**src/design/kpci_pkg.sv**
```systemverilog
// kpci_pkg: shared types, constants and power-sum table builder for the k-mer index block
`default_nettype none

package kpci_pkg;

   // fixed field widths
   localparam int SYM_W   = 5;
   localparam int KSIZE_W = 3;
   localparam int IDX_W   = 22;
   // length/compare width, wide enough for any max k up to 8
   localparam int LEN_W   = 4;
   // depth of the power-sum table, one entry per code of a LEN_W-bit index
   localparam int TBL_D   = 16;

   localparam logic [KSIZE_W-1:0] K_SIZE_RESET = KSIZE_W'(3);

   // edge kinds
   localparam logic [1:0] EDGE_INTERNAL = 2'd0;
   localparam logic [1:0] EDGE_LEFT     = 2'd1;
   localparam logic [1:0] EDGE_RIGHT    = 2'd2;
   localparam logic [1:0] EDGE_NONE     = 2'd3;

   typedef logic [TBL_D-1:0][IDX_W-1:0] sum_tbl_type;

   // state of the k-mer after the current symbol
   typedef struct packed {
      logic [IDX_W-1:0] partial;
      logic [LEN_W-1:0] len;
      logic             overflow;
   } kmer_type;

   typedef struct packed {
      logic [IDX_W-1:0] kmer_index;
      logic             too_long;
   } result_type;

   // entry n holds the low bits of alpha^1 + ... + alpha^min(n, max_k)
   function automatic sum_tbl_type build_sums(input int alpha, input int max_k);
      sum_tbl_type tbl;
      logic [63:0] p;
      logic [63:0] acc;
      tbl = '0;
      for (int n = 0; n < TBL_D; n++) begin
         p   = 64'd1;
         acc = 64'd0;
         for (int i = 1; i <= n && i <= max_k; i++) begin
            p   = p * 64'(alpha);
            acc = acc + p;
         end
         tbl[n] = acc[IDX_W-1:0];
      end
      return tbl;
   endfunction

endpackage

`default_nettype wire

```
**src/design/kpci_if.sv**
```systemverilog
// kpci_if: valid/ready channel interfaces for symbol requests and index responses
`default_nettype none

interface kpci_req_if;
   logic                        valid;
   logic                        ready;
   logic [kpci_pkg::SYM_W-1:0]  symbol_index;
   logic                        last;
   logic [1:0]                  edge_kind;

   modport source (output valid, output symbol_index, output last, output edge_kind,
                   input ready);
   modport sink   (input valid, input symbol_index, input last, input edge_kind,
                   output ready);
endinterface

interface kpci_rsp_if;
   logic                        valid;
   logic                        ready;
   logic [kpci_pkg::IDX_W-1:0]  kmer_index;
   logic                        too_long;

   modport source (output valid, output kmer_index, output too_long, input ready);
   modport sink   (input valid, input kmer_index, input too_long, output ready);
endinterface

`default_nettype wire

```
**src/design/kpci_accum.sv**
```systemverilog
// kpci_accum: horner accumulator, symbol counter and overflow flag for the current k-mer
`default_nettype none

module kpci_accum #(
   parameter int ALPHABET = 20,
   parameter int MAX_K    = 5
) (
   input  wire logic                       clock,
   input  wire logic                       reset,
   input  wire logic                       accept,
   input  wire logic                       last,
   input  wire logic [kpci_pkg::SYM_W-1:0] symbol_index,
   output kpci_pkg::kmer_type              kmer_next
);

   localparam int CW = $clog2(MAX_K + 1);
   localparam logic [kpci_pkg::SYM_W-1:0] SYM_MAX = kpci_pkg::SYM_W'(ALPHABET - 1);
   localparam logic [kpci_pkg::IDX_W-1:0] ALPHA   = kpci_pkg::IDX_W'(ALPHABET);
   localparam logic [CW-1:0]              CNT_MAX = CW'(MAX_K);

   logic [kpci_pkg::IDX_W-1:0] partial_ff, partial_in;
   logic [CW-1:0]              count_ff, count_in;
   logic                       overflow_ff, overflow_in;
   logic [kpci_pkg::SYM_W-1:0] sym;
   logic                       full;

   assign sym  = (symbol_index > SYM_MAX) ? SYM_MAX : symbol_index;
   assign full = (count_ff == CNT_MAX);

   // state including the current symbol
   always_comb begin
      if (full) begin
         partial_in  = partial_ff;
         count_in    = count_ff;
         overflow_in = 1'b1;
      end else begin
         partial_in  = partial_ff * ALPHA + kpci_pkg::IDX_W'(sym);
         count_in    = count_ff + CW'(1);
         overflow_in = overflow_ff;
      end
   end

   assign kmer_next.partial  = partial_in;
   assign kmer_next.len      = kpci_pkg::LEN_W'(count_in);
   assign kmer_next.overflow = overflow_in;

   always_ff @(posedge clock) begin
      if (reset) begin
         partial_ff  <= '0;
         count_ff    <= '0;
         overflow_ff <= 1'b0;
      end else if (accept) begin
         if (last) begin
            partial_ff  <= '0;
            count_ff    <= '0;
            overflow_ff <= 1'b0;
         end else begin
            partial_ff  <= partial_in;
            count_ff    <= count_in;
            overflow_ff <= overflow_in;
         end
      end
   end

endmodule

`default_nettype wire

```
**src/design/kpci_correct.sv**
```systemverilog
// kpci_correct: edge-dependent position correction and length check
`default_nettype none

module kpci_correct #(
   parameter int ALPHABET = 20,
   parameter int MAX_K    = 5
) (
   input  wire kpci_pkg::kmer_type               kmer,
   input  wire logic [kpci_pkg::KSIZE_W-1:0]     k_size,
   input  wire logic [1:0]                       edge_kind,
   output kpci_pkg::result_type                  result
);

   localparam kpci_pkg::sum_tbl_type SUMS = kpci_pkg::build_sums(ALPHABET, MAX_K);
   localparam logic [kpci_pkg::LEN_W-1:0] K_MAX = kpci_pkg::LEN_W'(MAX_K);

   logic [kpci_pkg::LEN_W-1:0] k_raw, k_eff, k_m1, len_m1;
   logic                       flag;
   logic [kpci_pkg::IDX_W-1:0] idx;

   assign k_raw = kpci_pkg::LEN_W'(k_size);

   // zero counts as one, anything above the maximum is clipped
   always_comb begin
      priority if (k_raw == '0) begin
         k_eff = kpci_pkg::LEN_W'(1);
      end else if (k_raw > K_MAX) begin
         k_eff = K_MAX;
      end else begin
         k_eff = k_raw;
      end
   end

   assign k_m1    = k_eff - kpci_pkg::LEN_W'(1);
   assign len_m1  = kmer.len - kpci_pkg::LEN_W'(1);

   assign flag = kmer.overflow || (kmer.len > k_eff);

   // right edge: sum(len+1..k) taken as sum(1..k) - sum(1..len)
   always_comb begin
      unique case (edge_kind)
         kpci_pkg::EDGE_INTERNAL: idx = kmer.partial + SUMS[k_m1];
         kpci_pkg::EDGE_LEFT:     idx = kmer.partial + SUMS[len_m1];
         kpci_pkg::EDGE_RIGHT:    idx = kmer.partial + SUMS[k_eff] - SUMS[kmer.len]
                                        + SUMS[k_m1];
         default:                 idx = kmer.partial;
      endcase
   end

   assign result.kmer_index = flag ? '0 : idx;
   assign result.too_long   = flag;

endmodule

`default_nettype wire

```
**src/design/kmer_position_corrected_index.sv**
```systemverilog
// kmer_position_corrected_index: top level of the position-corrected k-mer indexer
//
//  channel | direction | handshake          | payload
//  --------+-----------+--------------------+-------------------------------------
//  req     | in        | valid/ready        | symbol_index[4:0], last, edge_kind[1:0]
//  rsp     | out       | valid/ready        | kmer_index[21:0], too_long
//  csr     | in        | write enable only  | k_size[2:0]
//
//  one symbol transaction per cycle while req ready is high; a response appears the
//  cycle after its last symbol; the horner step and the correction add are both
//  combinational between the accumulator and the response register
//  req ready drops only while a response sits unaccepted and rsp ready is low
//  reset (synchronous) clears the k-mer state, empties the response register and
//  sets k_size to 3
`default_nettype none

module kmer_position_corrected_index #(
   parameter int ALPHABET = 20,
   parameter int MAX_K    = 5
) (
   input  wire logic                          clock,
   input  wire logic                          reset,
   kpci_req_if.sink                           req_chan,
   kpci_rsp_if.source                         rsp_chan,
   input  wire logic                          csr_wr_en,
   input  wire logic [kpci_pkg::KSIZE_W-1:0]  csr_wr_data
);

   // configuration register
   logic [kpci_pkg::KSIZE_W-1:0] k_size_ff;

   // response register
   logic                         rsp_valid_ff, rsp_valid_in;
   kpci_pkg::result_type         rsp_data_ff;

   kpci_pkg::kmer_type           kmer_next;
   kpci_pkg::result_type         result;
   logic                         req_accept;
   logic                         rsp_accept;

   // a new transaction may enter whenever the response slot is free or draining
   assign req_chan.ready = !rsp_valid_ff || rsp_chan.ready;
   assign req_accept     = req_chan.valid && req_chan.ready;
   assign rsp_accept     = rsp_valid_ff && rsp_chan.ready;

   always_ff @(posedge clock) begin
      if (reset) begin
         k_size_ff <= kpci_pkg::K_SIZE_RESET;
      end else if (csr_wr_en) begin
         k_size_ff <= csr_wr_data;
      end
   end

   // horner accumulation of the symbols of the current k-mer
   kpci_accum #(
      .ALPHABET (ALPHABET),
      .MAX_K    (MAX_K)
   ) u_accum (
      .clock        (clock),
      .reset        (reset),
      .accept       (req_accept),
      .last         (req_chan.last),
      .symbol_index (req_chan.symbol_index),
      .kmer_next    (kmer_next)
   );

   // correction by edge kind, computed from the state that includes this symbol
   kpci_correct #(
      .ALPHABET (ALPHABET),
      .MAX_K    (MAX_K)
   ) u_correct (
      .kmer      (kmer_next),
      .k_size    (k_size_ff),
      .edge_kind (req_chan.edge_kind),
      .result    (result)
   );

   // load on an accepted last symbol, otherwise clear once taken
   always_comb begin
      priority if (req_accept && req_chan.last) begin
         rsp_valid_in = 1'b1;
      end else if (rsp_accept) begin
         rsp_valid_in = 1'b0;
      end else begin
         rsp_valid_in = rsp_valid_ff;
      end
   end

   always_ff @(posedge clock) begin
      if (reset) begin
         rsp_valid_ff <= 1'b0;
      end else begin
         rsp_valid_ff <= rsp_valid_in;
      end
   end

   always_ff @(posedge clock) begin
      if (req_accept && req_chan.last) begin
         rsp_data_ff <= result;
      end
   end

   assign rsp_chan.valid      = rsp_valid_ff;
   assign rsp_chan.kmer_index = rsp_data_ff.kmer_index;
   assign rsp_chan.too_long   = rsp_data_ff.too_long;

endmodule

`default_nettype wire

```
**src/flat_wrapper.sv**
```systemverilog
// flat-port wrapper written by rule: the top's interface ports become plain ports
module kmer_position_corrected_index_flat 
#(
   parameter int ALPHABET = 20,
   parameter int MAX_K    = 5
)
  (clock, reset, csr_wr_en, csr_wr_data, req_chan_valid, req_chan_symbol_index, req_chan_last, req_chan_edge_kind, req_chan_ready, rsp_chan_valid, rsp_chan_kmer_index, rsp_chan_too_long, rsp_chan_ready);
  kpci_req_if req_chan_i ();
  kpci_rsp_if rsp_chan_i ();
  input  wire logic clock;
  input  wire logic reset;
  input  wire logic csr_wr_en;
  input  wire logic [kpci_pkg::KSIZE_W-1:0] csr_wr_data;
  input wire logic [$bits(req_chan_i.valid)-1:0] req_chan_valid;
  input wire logic [$bits(req_chan_i.symbol_index)-1:0] req_chan_symbol_index;
  input wire logic [$bits(req_chan_i.last)-1:0] req_chan_last;
  input wire logic [$bits(req_chan_i.edge_kind)-1:0] req_chan_edge_kind;
  output wire logic [$bits(req_chan_i.ready)-1:0] req_chan_ready;
  output wire logic [$bits(rsp_chan_i.valid)-1:0] rsp_chan_valid;
  output wire logic [$bits(rsp_chan_i.kmer_index)-1:0] rsp_chan_kmer_index;
  output wire logic [$bits(rsp_chan_i.too_long)-1:0] rsp_chan_too_long;
  input wire logic [$bits(rsp_chan_i.ready)-1:0] rsp_chan_ready;
  assign req_chan_i.valid = req_chan_valid;
  assign req_chan_i.symbol_index = req_chan_symbol_index;
  assign req_chan_i.last = req_chan_last;
  assign req_chan_i.edge_kind = req_chan_edge_kind;
  assign req_chan_ready = req_chan_i.ready;
  assign rsp_chan_valid = rsp_chan_i.valid;
  assign rsp_chan_kmer_index = rsp_chan_i.kmer_index;
  assign rsp_chan_too_long = rsp_chan_i.too_long;
  assign rsp_chan_i.ready = rsp_chan_ready;
  kmer_position_corrected_index #(.ALPHABET(ALPHABET), .MAX_K(MAX_K)) u_core (.clock(clock), .reset(reset), .req_chan(req_chan_i), .rsp_chan(rsp_chan_i), .csr_wr_en(csr_wr_en), .csr_wr_data(csr_wr_data));
endmodule
```
**config.mk**
```make
export PLATFORM = sky130hd
export DESIGN_NAME = kmer_position_corrected_index_flat
export DESIGN_NICKNAME = d
export VERILOG_FILES = /design/src/design/kpci_pkg.sv /design/src/design/kpci_if.sv /design/src/design/kpci_accum.sv /design/src/design/kpci_correct.sv /design/src/design/kmer_position_corrected_index.sv /design/src/flat_wrapper.sv
export SDC_FILE = /design/constraint.sdc
export NUM_CORES = 1
export LEC_CHECK = 0
export BUFFER_PORTS_ARGS = -buffer_cell sky130_fd_sc_hd__buf_4
export CORE_MARGIN = 2
export CORE_UTILIZATION = 25
export CTS_CLUSTER_SIZE = 30
export DETAILED_ROUTE_END_ITERATION = 16
export SYNTH_ARGS = -nofsm -noshare
export SYNTH_HDL_FRONTEND = slang
export SYNTH_SLANG_ARGS = --single-unit
```
**constraint.sdc**
```tcl
create_clock -name clock -period 7.4 [get_ports clock]
set_clock_uncertainty 0.2 [all_clocks]
set_input_delay 1.11 -clock clock [delete_from_list [all_inputs] [get_ports clock]]
set_output_delay 1.11 -clock clock [all_outputs]
set_load 0.05 [all_outputs]
```
==> impl_metrics.py, run 1 <==
metrics = {
    "synth": {
        "postSynth.topFlopCell": "dfxtp_1",
        "yosys.cell_count.top_type": "nor2_1",
        "synthDominantCellAreaShare_pct": 17.6,
        "synthDistinctLibCells": 69,
        "synth-seq-area-share_pct": 19.1,
        "syn_area_per_cell_um2": 8.13,
        "yosys_register_bits": 53,
        "yosys_synthesis_warning_count": 0,
        "yosysTopAreaCell": "ha_1",
        "synth-async-reset-ratio_pct": 0,
        "syn-num-nets": 968,
        "netlist_instances": 832,
        "ys_top_cells_by_area": "ha_1 18%, edfxtp_1 10%, dfxtp_1 8.9%",
        "synthTopCellsByCount": "99 x nor2_1, 95 x ha_1, 67 x inv_1",
        "synthesis.area_mm2": 0.00677,
        "count_of_flip_flops_with_a_built_in_enable_after_synthesis": 23,
    },
    "sta": {
        "timing.final.max_slew_violations": 0,
        "worst_pin_slew_ps": 1010,
        "finalSetupViolations": 0,
        "grt_setup_unrepaired": "no",
        "final_period_utilization_pct": 91.3,
        "final.setup.tns_ps": 0,
        "hold-worst-slack_ps": 313,
        "finalCriticalPeriod_ps": 6760,
        "fmaxAchievable_ghz": 0.148,
        "timing.slew.headroom_pct": 32.8,
        "final_hold_viol_count": 0,
    },
    "detailed_routing": {
        "drt-initial-drc-count": 259,
        "drt_pre_antenna_iters": 9,
        "antenna_violating_nets_post_route": 0,
        "wirelength_um": 17500,
        "wl_per_cell_um": 14.5,
        "drcViolationCount": 0,
        "vias": 6077,
        "drt-vias-per-instance": 5.02,
    },
    "layout": {
        "multi_input_comb_area_mm2": 0.00511,
        "antenna_cells_inserted": 0,
        "area_growth_syn_to_layout_pct": 13.4,
        "fill_cells": 2828,
        "design.final.nets": 1004,
        "drive_gt1_share_pct": 10.1,
        "sequential_cell_area_mm2": 0.00129,
    },
    "clock_tree": {
        "clkTransAtPathRegs_ps": 80,
        "clkLatencyLatePin_ps": 310,
        "clock_tree.htree_level_count": 2,
        "cts.hold.buffers_added": 0,
        "clockBufferDepth": 2,
        "tritoncts": "done",
        "total_clock_buffers_created_by_cts": 5,
        "cts-root-buf": "clkbuf_16",
        "numClockSinks": 53,
    },
    "placement": {
        "place_congestion": 0.895,
        "portBuffers": 40,
        "dp_hpwl_um": 14000,
    },
    "critical_path": {
        "timing.setup.critical_path_class": "reg2reg",
        "timing.reg2reg.setup_slack_ps": 640,
        "reg2regPathDepth": 25,
        "critPathLaunchType": "flop",
        "critPathArrivalTime_ps": 6720,
        "worstPathRequired_ps": 7360,
        "critical_path.endpoint_type": "flop",
        "crit_path_max_fanout": 5,
    },
    "floorplanning": {
        "placeableCoreArea_mm2": 0.0268,
        "starting_density_of_the_core_pct": 25.3,
        "pin_count": 41,
        "chipWidth_um": 169,
        "die_y_um": 169,
        "site_row_count": 60,
        "floorplan.die_area_mm2": 0.0284,
    },
    "grt": {
        "grt_max_degree": 35,
        "grt_remaining_overflow": 0,
        "first_global_vias": 5729,
        "antenna_found_initial": 0,
        "global_route_wire_length_before_repair_um": 28900,
        "groute.usage.overall_pct": 12.5,
    },
    "job": {
        "max_cap_viol_count": 0,
    },
    "pwr": {
        "clock_power_share_pct": 20.3,
        "power_switching_mw": 0.536,
        "share_comb_of_total_power_pct": 53.2,
        "cellLeakagePower_nw": 3.39,
        "power_per_cell_area_mw_per_mm2": 167,
        "p_seq_share_pct": 26.5,
        "sw_frac_of_total_pct": 41.9,
        "peakVddDrop_mv": 0.0894,
        "p_int_mw": 0.745,
    },
    "min_path": {
        "holdPathStages": 2,
        "hp-class": "reg2reg",
    },
    "outcome": {
        "status": "finished clean",
    },
}
[what timing repair did]
action,4_1_cts,5_1_grt
endpoints found under the hold margin,0,0
endpoints found under the setup margin,0,1
resized for setup,0,3
buffers inserted,0,0
[power groups by stage]
| stage | sequential [mW] | clock (mW) | combinational (mW) |
|---|---|---|---|
| floorplan | 0.386 | 0 | 0.488 |
| global placement | 0.346 | 0 | 0.672 |
| detailed placement | 0.346 | 0 | 0.680 |
| CTS | 0.339 | 0.270 | 0.684 |
| global route | 0.341 | 0.279 | 0.770 |
| finish | 0.339 | 0.261 | 0.682 |
[area by class of cell]
class	count	share of cell area, %
Clock buffer	6	1.81
Multi-Input combinational cell	683	66.6
Inverter	67	3.28
Tap cell	341	5.56
Timing Repair Buffer	58	5.67
Sequential cell	53	16.8
Clock inverter	2	0.228
[registers in the layout, summed over array words and instances (netlist names)]
register / cells
u_core.k_size_ff: 3
u_core.u_accum.overflow_ff: 1
u_core.u_accum.count_ff: 3
u_core.rsp_chan.valid: 1
u_core.rsp_chan.too_long: 1
u_core.u_accum.partial_ff: 22
u_core.rsp_chan.kmer_index: 22
[placed cells by master (no fill, tap or decap), drive strengths merged, types with 11 or more instances in the layout]
master / instances
xor2: 18
a211oi: 18
o21ai: 44
a21o: 15
dfxtp: 30
buf: 58
a22oi: 25
nor3: 23
a31oi: 11
fa: 25
nand2: 60
edfxtp: 23
nor2: 99
xnor2: 38
a21oi: 61
ha: 95
nor2b: 17
inv: 68
[cells by family (layout without fill, tap and decap cells)]
family | Yosys count | after routing | share of synthesized area [%]
muxes | 9 | 9 | 1.37
AOI/OAI and AO/OA | 233 | 233 | 23.0
xor gates and xnor gates | 56 | 56 | 7.52
buffers and inverters | 96 | 133 | 5.53
DFF | 53 | 53 | 19.1
adders and majority gates | 120 | 120 | 25.0
and+or+nand+nor | 265 | 265 | 18.6
[final timing paths]
check                                            start                                            to
max          u_core.u_accum.partial_ff[1]$_SDFFE_PP0P_  u_core.rsp_chan.kmer_index[21]$_SDFFCE_PP0P_
min            u_core.u_accum.overflow_ff$_SDFFE_PP0P_       u_core.u_accum.overflow_ff$_SDFFE_PP0P_
max reg2reg  u_core.u_accum.partial_ff[1]$_SDFFE_PP0P_  u_core.rsp_chan.kmer_index[21]$_SDFFCE_PP0P_
min reg2reg    u_core.u_accum.overflow_ff$_SDFFE_PP0P_       u_core.u_accum.overflow_ff$_SDFFE_PP0P_
[through the flow]
stage                     setup WS, ps  utilization (%)  instance area, µm²  std cells  power (mW)
after floorplan                   1180                -                6770        832       0.873
after global placement             539             28.0                7510       1202        1.02
after detailed placement           403             28.0                7510       1202        1.03
after CTS                          491             28.6                7670       1210        1.29
after global routing               136             28.6                7680       1210        1.39
final                              641             28.6                7680       1210        1.28
[critical path, cell delays in order, from the launching register on]
cell and delay [ps]:
dfxtp_1 460, ha_1 280, ha_1 230, fa_1 430, a211oi_1 280, o22ai_1 130, nor4_1 330, nand2_1 200
or4_1 520, xnor2_1 160, a21oi_2 250, inv_1 80, fa_1 480, inv_1 40, ha_1 300, nand2_1 70
nor2_1 140, o221a_2 230, nor2_1 60, o311ai_0 430, a21oi_1 190, a221o_1 340, a21oi_1 150, a22oi_1 90
or3_1 360, a21oi_1 140
[per-layer routing]
metal  GRT usage [%]  up-vias  routed length (µm)
li1                -     3064                   -
met3            1.75       17                 588
met2            20.3      113                8040
met5               0        -                   0
met4            3.37        0                 270
met1            17.2     2883                8590
Power figures use the tool's default switching activity.
==> run 2, diff against run 1 <==
==> constraint.sdc (replaced) <==
create_clock -name clock -period 7.4 [get_ports clock]
set_clock_uncertainty 0.2 [all_clocks]
set_input_delay 0.74 -clock clock [delete_from_list [all_inputs] [get_ports clock]]
set_output_delay 0.74 -clock clock [all_outputs]
set_load 0.02 [all_outputs]
==> run 2 against run 1 <==
Effect of this change: combinational power is 3.2% lower; clock power is 2% higher; sequential cell count stayed put; register-to-register slack worse by 90 ps; utilization hardly changed; maximum frequency is 1.3% lower; worst setup slack worse by 88 ps; die area stayed put; total power is 1.3% lower; first-iteration DRC count is 38% higher; routed wire length is 0.38% higher; critical path type unchanged.
==> impl_metrics.py, run 2 (same netlist as run 1, synthesis figures left out) <==
metrics = {
    "clock_tree": {
        "cts-root-buf": "clkbuf_16",
        "clkLatencyLatePin_ps": 300,
        "total_clock_buffers_created_by_cts": 5,
        "tritoncts": "done",
        "clock_tree.htree_level_count": 2,
        "cts.hold.buffers_added": 0,
        "clockBufferDepth": 2,
        "numClockSinks": 53,
        "clkTransAtPathRegs_ps": 80,
    },
    "sta": {
        "fmaxAchievable_ghz": 0.146,
        "final_hold_viol_count": 0,
        "timing.slew.headroom_pct": 32.9,
        "finalSetupViolations": 0,
        "timing.final.max_slew_violations": 0,
        "worst_pin_slew_ps": 1000,
        "final_period_utilization_pct": 92.5,
        "grt_setup_unrepaired": "no",
        "setup_slack_ps": 553,
        "finalCriticalPeriod_ps": 6850,
        "final.setup.tns_ps": 0,
    },
    "floorplanning": {
        "placeableCoreArea_mm2": 0.0268,
        "site_row_count": 60,
        "floorplan.die_area_mm2": 0.0284,
        "starting_density_of_the_core_pct": 25.3,
        "chipWidth_um": 169,
        "die_y_um": 169,
        "pin_count": 41,
    },
    "layout": {
        "antenna_cells_inserted": 0,
        "mostFrequentLayoutCells": "98 x nor2_1, 95 x ha_1, 67 x inv_1",
        "design.final.nets": 1004,
        "area_growth_syn_to_layout_pct": 13.5,
        "design_area_mm2": 0.00768,
        "layout_commonest_cell": "nor2_1",
        "fin_cells": 1210,
        "drive_gt1_share_pct": 9.90,
        "fill_cells": 2845,
    },
    "critical_path": {
        "slowest_delay_ps": 510,
        "critical-path-slowest-cell": "or4_1",
        "cp_num_buf_inv": 2,
        "critPathArrivalTime_ps": 6800,
        "crit_path_max_fanout": 5,
        "worst_path_dominant_cell_family": "compound AO/OA/AOI/OAI gates",
        "worstPathRequired_ps": 7350,
        "critPathLaunchType": "flop",
        "cpMostUsedCell": "a21oi_1",
        "critical_path.endpoint_type": "flop",
        "timing.setup.critical_path_class": "reg2reg",
    },
    "grt": {
        "first_global_vias": 5688,
        "global_route_wire_length_before_repair_um": 28700,
        "antenna_found_initial": 0,
        "grt_max_degree": 35,
        "grt_remaining_overflow": 0,
        "groute.usage.overall_pct": 12.3,
    },
    "detailed_routing": {
        "wl_per_cell_um": 14.5,
        "drt-vias-per-instance": 4.96,
        "drt-initial-drc-count": 357,
        "antenna_violating_nets_post_route": 0,
        "vias": 6000,
        "drt_pre_antenna_iters": 5,
        "wirelength_um": 17600,
        "drcViolationCount": 0,
    },
    "placement": {
        "portBuffers": 40,
        "detailedPlace.worstSlack_ps": 527,
        "dp_hpwl_um": 13900,
        "numPlacedInstances": 1202,
        "placed_standard_cell_area_mm2": 0.00751,
        "place_congestion": 0.862,
    },
    "outcome": {
        "status": "finished clean",
    },
    "min_path": {
        "hp-class": "reg2reg",
    },
    "pwr": {
        "cellLeakagePower_nw": 3.39,
        "power_per_cell_area_mw_per_mm2": 165,
        "peakVddDrop_mv": 0.0966,
    },
    "job": {
        "max_cap_viol_count": 0,
    },
}
## run 2: changes by cell type in the layout (fill, tap and decap cells not counted)
cell / before / now
a21oi_1: 60 / 61
a21oi_2: 1 / 0
clkbuf_1: 0 / 1
clkbuf_16: 5 / 6
inv_6: 1 / 0
clkbuf_8: 1 / 0
## run 2: metrics by stage
stage / total power [mW] / hold WS [ps] / utilization [%]
global placement: 0.990 / 290 / 28.0
floorplan: 0.846 / 279 / -
finish: 1.26 / 314 / 28.7
CTS: 1.27 / 323 / 28.6
detailed placement: 0.996 / 303 / 28.0
global route: 1.37 / 364 / 28.7
## run 2: per-layer routing
| layer | routed length, µm | part of all wire [%] | track usage [%] |
|---|---|---|---|
| met1 | 8720 | 50 | 16.8 |
| met2 | 8080 | 46 | 20.6 |
| met3 | 427 | 2.4 | 1.15 |
| met4 | 340 | 1.9 | 3.56 |
| met5 | 0 | 0 | 0 |
## run 2: final timing paths
| path | slack, ps | startpoint | endpoint | depth (start not counted) |
|---|---|---|---|---|
| min reg2reg | 310 | u_core.u_accum.partial_ff[21]$_SDFFE_PP0P_ | u_core.u_accum.partial_ff[21]$_SDFFE_PP0P_ | 2 |
| min | 310 | u_core.u_accum.partial_ff[21]$_SDFFE_PP0P_ | u_core.u_accum.partial_ff[21]$_SDFFE_PP0P_ | 2 |
| max | 550 | u_core.u_accum.partial_ff[1]$_SDFFE_PP0P_ | u_core.rsp_chan.kmer_index[21]$_SDFFCE_PP0P_ | 25 |
| max reg2reg | 550 | u_core.u_accum.partial_ff[1]$_SDFFE_PP0P_ | u_core.rsp_chan.kmer_index[21]$_SDFFCE_PP0P_ | 25 |
## run 2: tightest hold or removal path, cell delays in order, from the launching register on
cell and delay [ps]:
dfxtp_1 330, a22oi_1 80, nor2_1 80
## run 2: what timing repair did
action                                  CTS  global route
setup buffers                             0             0
endpoints found under the setup margin    0             1
gates resized for setup                   0             2
## run 2: power breakdown
group          total (mW)  internal [mW]  leakage [nW]  switching (mW)
Combinational       0.660          0.277          2.85           0.382
Sequential          0.339          0.330         0.463         0.00857
Clock               0.267          0.147        0.0792           0.119
Total                1.26          0.755          3.39           0.510
## run 2: cell type report
class	instances	area [µm²]	area share, %
Tap cell	341	427	5.56
Inverter	67	251	3.28
Clock inverter	1	8.76	0.114
Sequential cell	53	1290	16.8
Multi-Input combinational cell	683	5110	66.6
Timing Repair Buffer	58	435	5.67
Clock buffer	7	154	2.00
